===== config.mk =====
export PLATFORM = sky130hd
export DESIGN_NAME = rast_ctrl
export DESIGN_NICKNAME = d
export VERILOG_FILES = /design/src/rtl/range_add_range_sum_tree_macros.svh /design/src/rtl/rast_pkg.sv /design/src/rtl/rast_ctrl.sv
export SDC_FILE = /design/constraint.sdc
export NUM_CORES = 1
export LEC_CHECK = 0
export BUFFER_PORTS_ARGS = -buffer_cell sky130_fd_sc_hd__buf_2
export CORE_ASPECT_RATIO = 0.9
export CORE_UTILIZATION = 50
export CTS_BUF_LIST = sky130_fd_sc_hd__clkbuf_2
export DETAILED_ROUTE_END_ITERATION = 10
export PLACE_DENSITY = 0.74
export SYNTH_ARGS = -nofsm -noshare
export SYNTH_HDL_FRONTEND = slang
export SYNTH_SLANG_ARGS = --single-unit

===== constraint.sdc =====
create_clock -name clock -period 2.8 [get_ports clock]
set_input_delay 0.42 -clock clock [delete_from_list [all_inputs] [get_ports clock]]
set_output_delay 0.42 -clock clock [all_outputs]
set_load 0.005 [all_outputs]

===== src/rtl/range_add_range_sum_tree_macros.svh =====
// ---------------------------------------------------------------------------
// Range add / range sum tree assertion macros
// Concurrent check wrappers, empty when SYNTHESIS is defined.
// ---------------------------------------------------------------------------
`ifndef RANGE_ADD_RANGE_SUM_TREE_MACROS_SVH
`define RANGE_ADD_RANGE_SUM_TREE_MACROS_SVH

`ifndef SYNTHESIS
`define RAST_ASSERT_IMPL(label, clk, rst, ante, cons) \
   label: assert property (@(posedge clk) disable iff (rst) (ante) |-> (cons)) \
      else $error("assertion failed");
`define RAST_ASSERT_NEXT(label, clk, rst, ante, cons) \
   label: assert property (@(posedge clk) disable iff (rst) (ante) |=> (cons)) \
      else $error("assertion failed");
`else
`define RAST_ASSERT_IMPL(label, clk, rst, ante, cons)
`define RAST_ASSERT_NEXT(label, clk, rst, ante, cons)
`endif

`endif


===== src/rtl/rast_pkg.sv =====
// ---------------------------------------------------------------------------
// Range add / range sum tree package
// Shared codes and the command / status bundles between control and datapath.
// ---------------------------------------------------------------------------
`default_nettype none

package rast_pkg;

   typedef enum logic [1:0] {
      ACT_SET  = 2'd0,
      ACT_ADD  = 2'd1,
      ACT_SUM  = 2'd2,
      ACT_NONE = 2'd3
   } action_type;

   // how a stacked frame was left
   typedef enum logic [1:0] {
      PH_SINGLE = 2'd0,
      PH_LEFT   = 2'd1,
      PH_RIGHT  = 2'd2
   } phase_type;

   typedef enum logic [4:0] {
      CMD_NOP,
      CMD_CLEAR,
      CMD_LOAD,
      CMD_RD_NODE,
      CMD_TERM_MUL,
      CMD_TERM_ADD,
      CMD_TERM_SET,
      CMD_TERM_SUM,
      CMD_PUSH_START,
      CMD_PL_WR,
      CMD_PR_RD,
      CMD_PR_WR,
      CMD_PZ,
      CMD_DESC,
      CMD_POP,
      CMD_GO_RIGHT,
      CMD_PU_L,
      CMD_PU_R,
      CMD_PU_W
   } cmd_type;

   typedef struct packed {
      logic       full_cover;
      logic       tag_nz;
      logic       stack_empty;
      logic       phase_left;
      logic       clear_last;
      logic       item_ok;
      action_type op;
   } status_type;

endpackage

`default_nettype wire


===== src/rtl/rast_ctrl.sv =====
// ---------------------------------------------------------------------------
// Range add / range sum tree controller
// Walks the tree: descend with tag push, unwind the stack with pull-up.
// ---------------------------------------------------------------------------
`default_nettype none

module rast_ctrl (
   input  logic                  clock,
   input  logic                  reset,
   input  logic                  csr_wr_en,
   input  logic                  req_valid,
   output logic                  req_stall,
   input  logic [1:0]            req_action,
   output logic                  rsp_valid,
   input  logic                  rsp_stall,
   output rast_pkg::cmd_type     cmd,
   input  rast_pkg::status_type  status
);

   typedef enum logic [14:0] {
      S_CLEAR  = 15'b000000000000001,
      S_IDLE   = 15'b000000000000010,
      S_VISIT  = 15'b000000000000100,
      S_NODE   = 15'b000000000001000,
      S_TADD   = 15'b000000000010000,
      S_PL_WR  = 15'b000000000100000,
      S_PR_RD  = 15'b000000001000000,
      S_PR_WR  = 15'b000000010000000,
      S_PZ     = 15'b000000100000000,
      S_DESC   = 15'b000001000000000,
      S_RET    = 15'b000010000000000,
      S_POPPED = 15'b000100000000000,
      S_PU_R   = 15'b001000000000000,
      S_PU_W   = 15'b010000000000000,
      S_OUT    = 15'b100000000000000
   } state_type;

   state_type state_ff, state_in;
   logic      is_sum;

   assign is_sum    = (status.op == rast_pkg::ACT_SUM);
   assign req_stall = (state_ff != S_IDLE);
   assign rsp_valid = (state_ff == S_OUT);

   always_comb begin
      state_in = state_ff;
      cmd      = rast_pkg::CMD_NOP;
      unique case (state_ff)
         S_CLEAR: begin
            cmd = rast_pkg::CMD_CLEAR;
            if (status.clear_last)
               state_in = S_IDLE;
         end
         S_IDLE: begin
            if (req_valid) begin
               cmd = rast_pkg::CMD_LOAD;
               if (status.item_ok)
                  state_in = S_VISIT;
               else if (rast_pkg::action_type'(req_action) == rast_pkg::ACT_SUM)
                  state_in = S_OUT;
            end
         end
         S_VISIT: begin
            cmd      = rast_pkg::CMD_RD_NODE;
            state_in = S_NODE;
         end
         S_NODE: begin
            if (status.full_cover) begin
               state_in = S_RET;
               case (status.op)
                  rast_pkg::ACT_ADD: begin
                     cmd      = rast_pkg::CMD_TERM_MUL;
                     state_in = S_TADD;
                  end
                  rast_pkg::ACT_SET: cmd = rast_pkg::CMD_TERM_SET;
                  default:           cmd = rast_pkg::CMD_TERM_SUM;
               endcase
            end else if (status.tag_nz) begin
               cmd      = rast_pkg::CMD_PUSH_START;
               state_in = S_PL_WR;
            end else begin
               cmd      = rast_pkg::CMD_DESC;
               state_in = S_VISIT;
            end
         end
         S_TADD: begin
            cmd      = rast_pkg::CMD_TERM_ADD;
            state_in = S_RET;
         end
         S_PL_WR: begin
            cmd      = rast_pkg::CMD_PL_WR;
            state_in = S_PR_RD;
         end
         S_PR_RD: begin
            cmd      = rast_pkg::CMD_PR_RD;
            state_in = S_PR_WR;
         end
         S_PR_WR: begin
            cmd      = rast_pkg::CMD_PR_WR;
            state_in = S_PZ;
         end
         S_PZ: begin
            cmd      = rast_pkg::CMD_PZ;
            state_in = S_DESC;
         end
         S_DESC: begin
            cmd      = rast_pkg::CMD_DESC;
            state_in = S_VISIT;
         end
         S_RET: begin
            if (status.stack_empty)
               state_in = is_sum ? S_OUT : S_IDLE;
            else begin
               cmd      = rast_pkg::CMD_POP;
               state_in = S_POPPED;
            end
         end
         S_POPPED: begin
            if (status.phase_left) begin
               cmd      = rast_pkg::CMD_GO_RIGHT;
               state_in = S_VISIT;
            end else if (is_sum)
               state_in = S_RET;
            else begin
               cmd      = rast_pkg::CMD_PU_L;
               state_in = S_PU_R;
            end
         end
         S_PU_R: begin
            cmd      = rast_pkg::CMD_PU_R;
            state_in = S_PU_W;
         end
         S_PU_W: begin
            cmd      = rast_pkg::CMD_PU_W;
            state_in = S_RET;
         end
         S_OUT: begin
            if (!rsp_stall)
               state_in = S_IDLE;
         end
         default: state_in = S_CLEAR;
      endcase
      if (csr_wr_en)
         state_in = S_CLEAR;
   end

   always_ff @(posedge clock) begin
      if (reset)
         state_ff <= S_CLEAR;
      else
         state_ff <= state_in;
   end

endmodule

`default_nettype wire


=== Yosys cells after proc, flatten, opt, wreduce, memory -nomap -nowiden ===
Index checks and enable logic that the tools add are counted.

* Output and inout port bits: 7
* Register bits after elaboration: 15
* Logic and storage cells: 49
* Bits of input ports: 15

* Mux-type cells: 21
* Reduce and logical (&&, ||, !) cells: 4
* Equality and inequality tests: 23

{| class="wikitable"
|+ Operators with widths
! operator !! number
|-
| 15-bit one-hot mux with 14 select lines || 1
|-
| 15-bit 2-to-1 mux || 8
|-
| 5-bit one-hot mux with 14 select lines || 1
|-
| 13-bit 2-to-1 mux || 2
|-
| 15-bit by 1-bit equality test with 1-bit output, second input constant || 1
|-
| 15-bit by 10-bit equality test with 1-bit output, second input constant || 1
|-
| 15-bit by 11-bit equality test with 1-bit output, second input constant || 1
|-
| 15-bit by 12-bit equality test with 1-bit output, second input constant || 1
|-
| 15-bit by 13-bit equality test with 1-bit output, second input constant || 1
|-
| 15-bit by 14-bit equality test with 1-bit output, second input constant || 1
|-
| 15-bit equality test, second input constant || 1
|-
| 15-bit by 2-bit equality test with 1-bit output, second input constant || 1
|-
| 15-bit by 3-bit equality test with 1-bit output, second input constant || 1
|-
| 15-bit by 4-bit equality test with 1-bit output, second input constant || 1
|-
| 15-bit by 5-bit equality test with 1-bit output, second input constant || 1
|-
| 15-bit by 6-bit equality test with 1-bit output, second input constant || 1
|-
| 15-bit by 7-bit equality test with 1-bit output, second input constant || 1
|-
| 15-bit by 8-bit equality test with 1-bit output, second input constant || 1
|-
| 15-bit by 9-bit equality test with 1-bit output, second input constant || 1
|-
| 5-bit 2-to-1 mux || 3
|-
| 15-bit by 2-bit inequality test with 1-bit output, second input constant || 1
|-
| 11-bit 2-to-1 mux || 1
|-
| 6-bit 2-to-1 mux || 1
|-
| 2-bit inequality test, second input constant || 3
|-
| 10 further kinds || 12
|}

=== Depth between registers and ports, before layout ===
* Word-level depth: 5
* Depth in mapped cells: 8
* Depth with buffers taken out: 6

=== Worst setup path before layout ===
OpenSTA, ideal clock, no wires.

* Path type: reg-to-output
* Start: register state_ff[6]
* End: output port cmd[2]
* Path buffers: 2
* Slack: 0.539 ns
* Required time: 2.380 ns
* Data arrival time: 1.841 ns
* Cell stages (with the launch flop): 8
* Cells stage by stage: dfxtp_1 buf_6 or4_4 buf_6 nor2_1 nand2_1 or4_1 nand4_1

* Cells in the longest elaborated chain, start to end: 2
* Elaborated cells on any way between the ends: 15
* Classes of those cells: 14 x eq/ne; 1 x mux

{| class="wikitable"
|+ RTL lines
! element !! line !! RTL
|-
| from (decl) || rast_ctrl.sv:38 || <nowiki>state_type state_ff, state_in;</nowiki>
|-
| from (signal assigned) || rast_ctrl.sv:151 || <nowiki>state_ff <= state_in;</nowiki>
|-
| 15-bit by 14-bit equality test with 1-bit output, or another cell as far along || rast_ctrl.sv:48 || <nowiki>unique case (state_ff)</nowiki>
|-
| 5-bit one-hot mux with 14 select lines * || rast_ctrl.sv:48 ||
|-
| to (decl) || rast_ctrl.sv:16 || <nowiki>output rast_pkg::cmd_type cmd,</nowiki>
|}

Every way passes the cells marked *; elsewhere a longest branch is shown, timed or not.

=== Worst setup path in the final report ===
* Start: register state_ff[12]
* End: output port cmd[2]

Same word-level chain as after synthesis.

==> reports/qor.txt <==
Status -> finished, final reports clean
CORE AREA -> 2030 sq um
Largest register by flop count -> state_ff
Yosys reg bits -> 15
Crit path required time -> 2.38 ns
Hold Fails Final Rpt -> 0
Post-synth EDFFs -> 0
Wire per inst -> 15.2 microns
Vias/cell -> 6.27
TritonCTS clock tree -> built
GR Util All Layers -> 25.2%
Minimum clock period -> 2.75 ns
Pre-CTS WS -> 0.367 ns
Area contributors post-synth -> dfxtp_1 (27%), nand2_1 (5.7%), nor2_1 (5.7%)
Fmax -> 363 MHz
Final slew viol count -> 0
Layout Utilization -> 62.8%
Cells after DPL -> 186
Worst slew pin tran -> 0.472 ns
Cell taking the most area after synthesis -> dfxtp_1
Kind of critical path -> flop to output pin
Final net count -> 183
Clock skew -> 0.00437 ns
Setup ws final -> 0.0453 ns
First-pass GRT wire length -> 4440 microns
Die height -> 47.1 microns
CP Data Arrival Time -> 2.33 ns
# port buffers -> 21
Initial antenna violation count -> 0
Pwr Total -> 0.384 mW
Post-Route WL -> 2920 microns
Worst hold slack -> 0.307 ns
Dominant synthesized flop cell -> dfxtp_1
DRC -> 0
Number of inserted diodes -> 0
# setup viols final -> 0
Ys async rst share -> 0%
Mapped Cells -> 145
Distinct cells, synth -> 42
Max reg flops -> 15
Clock tree buffer depth -> 2
Worst Path Max Fanout -> 6
Dpl hpwl -> 2190 microns
Clock Sinks -> 15
Starting DRT DRC Count -> 55
Post-synth top cells -> nand2_1 (17), nor2_1 (17), dfxtp_1 (15), nor3_1 (8), nor4_1 (8)
Startpoint Class -> flop
Clk Latency, worst-skew pair -> 0.30 ns
Maximum VDD drop -> 0.261 mV
Area grow syn2layout -> 12.9%
Top-Level Pins -> 22
Clock-pin slew on the worst setup and hold paths -> 0.15 ns
Die width -> 52.1 microns
Total gr overflow -> 0
Vias -> 1203
Die Footprint -> 2450 sq um
Largest net degree at the start of global routing -> 10
YS warnings -> 0
FF-to-FF setup slack -> 0.63 ns
Leakage Power -> 0.451 nW
Cts bufs inserted -> 3
Power Dens Cells -> 302 nW/um^2
# Max-Cap Violations -> 0
HP Class -> input port to flop
Pre-Repair DR Iteration Count -> 5
Period utilisation layout -> 98.4%
H-tree depth -> 1
Net Count, Synth -> 160
Slew margin rel. -> 68.3%
CP Capture Type -> output pin
Initial Util -> 55.7%
Hold buffers post-CTS -> 0
Sequential share of the synthesized area -> 26.6%
Largest registers -> state_ff: 15 flops
Clk root buf -> clkbuf_2
Row count -> 15
Synthesized area per cell -> 7.78 sq um
Yosys top cell area share -> 26.6%
Syn Std Cell Area -> 1130 sq um
Fin cells -> 192
Ratio of cells with drive above 1 in the final layout -> 26.3%
Post-route ant nets -> 0
Vias in the first global route -> 986
Final Wtd Congestion -> 0.963
-- metal layers --
metal	share of wire, %	up-vias	routed length (microns)	GRT usage, %
li1	-	587	-	-
met1	46	545	1330	35.9
met2	44	60	1270	36.7
met3	8.1	11	237	7.77
met4	2.6	0	76	6.49
met5	0	-	0	0
-- final timing paths --
kind | from | end | depth (start not counted)
max | state_ff[12]$_SDFFE_PP0P_ | cmd[2] | 6
min | csr_wr_en | state_ff[3]$_SDFFE_PP0P_ | 2
max reg2reg | state_ff[5]$_SDFFE_PP0P_ | state_ff[1]$_SDFFE_PP0P_ | 7
min reg2reg | state_ff[6]$_SDFFE_PP0P_ | state_ff[7]$_SDFFE_PP0P_ | 2
-- final cells by class --
| cell class | instances | area [sq um] |
|---|---|---|
| clock buffers | 3 | 15.0 |
| clock inverters | 1 | 5.00 |
| fillers | 184 | 753 |
| inverters | 4 | 15.0 |
| multi-input cells | 120 | 777 |
| flip-flops and latches | 15 | 303 |
| well taps | 25 | 31.3 |
| repair buffers | 24 | 128 |
-- metrics by stage --
stage / area [sq um] / TNS [ns]
after global placement: 1230 / 0
after floorplan: 1130 / 0
after global routing: 1270 / -0.0647
after CTS: 1250 / 0
final: 1270 / 0
after detailed placement: 1230 / 0
-- cells in the final DEF, fill, tap and decap left out, drive strengths merged, types with 4 or more instances in the layout --
cell type	instances
a21oi	4
o21ai	5
dfxtp	15
nand2	17
nand4	5
inv	4
nor3	10
nor4	10
nand2b	6
nand3	4
buf	24
xnor2	6
nor2	17
or4	4
-- cells by family after synthesis --
group,after synthesis,synth area share (%)
simple gates,94,51.7
compound gates,19,11.1
flops,15,26.6
buf+inv,10,5.10
xor+xnor,6,4.66
mux,1,0.887
-- power by group --
part | internal [mW] | switching, mW | total (mW)
Sequential | 0.215 | 0.00373 | 0.219
Clock | 0.0323 | 0.0728 | 0.105
Combinational | 0.0270 | 0.0332 | 0.0602
-- repair_timing --
item / 4_1_cts / 5_1_grt
pin swaps: 1 / 1
resized for setup: 0 / 4
setup buffers: 0 / 2
gates cloned: 0 / 0
endpoints found under the setup margin: 1 / 4
-- worst max-delay path, cell delays in order (launching register included) --
cell and delay, ns:
dfxtp_1 0.39, or3_1 0.57, nor2_2 0.20, nand2_1 0.12
or4_1 0.53, nand4_1 0.12, buf_2 0.11
No activity file was read; power rests on OpenSTA's default activity.
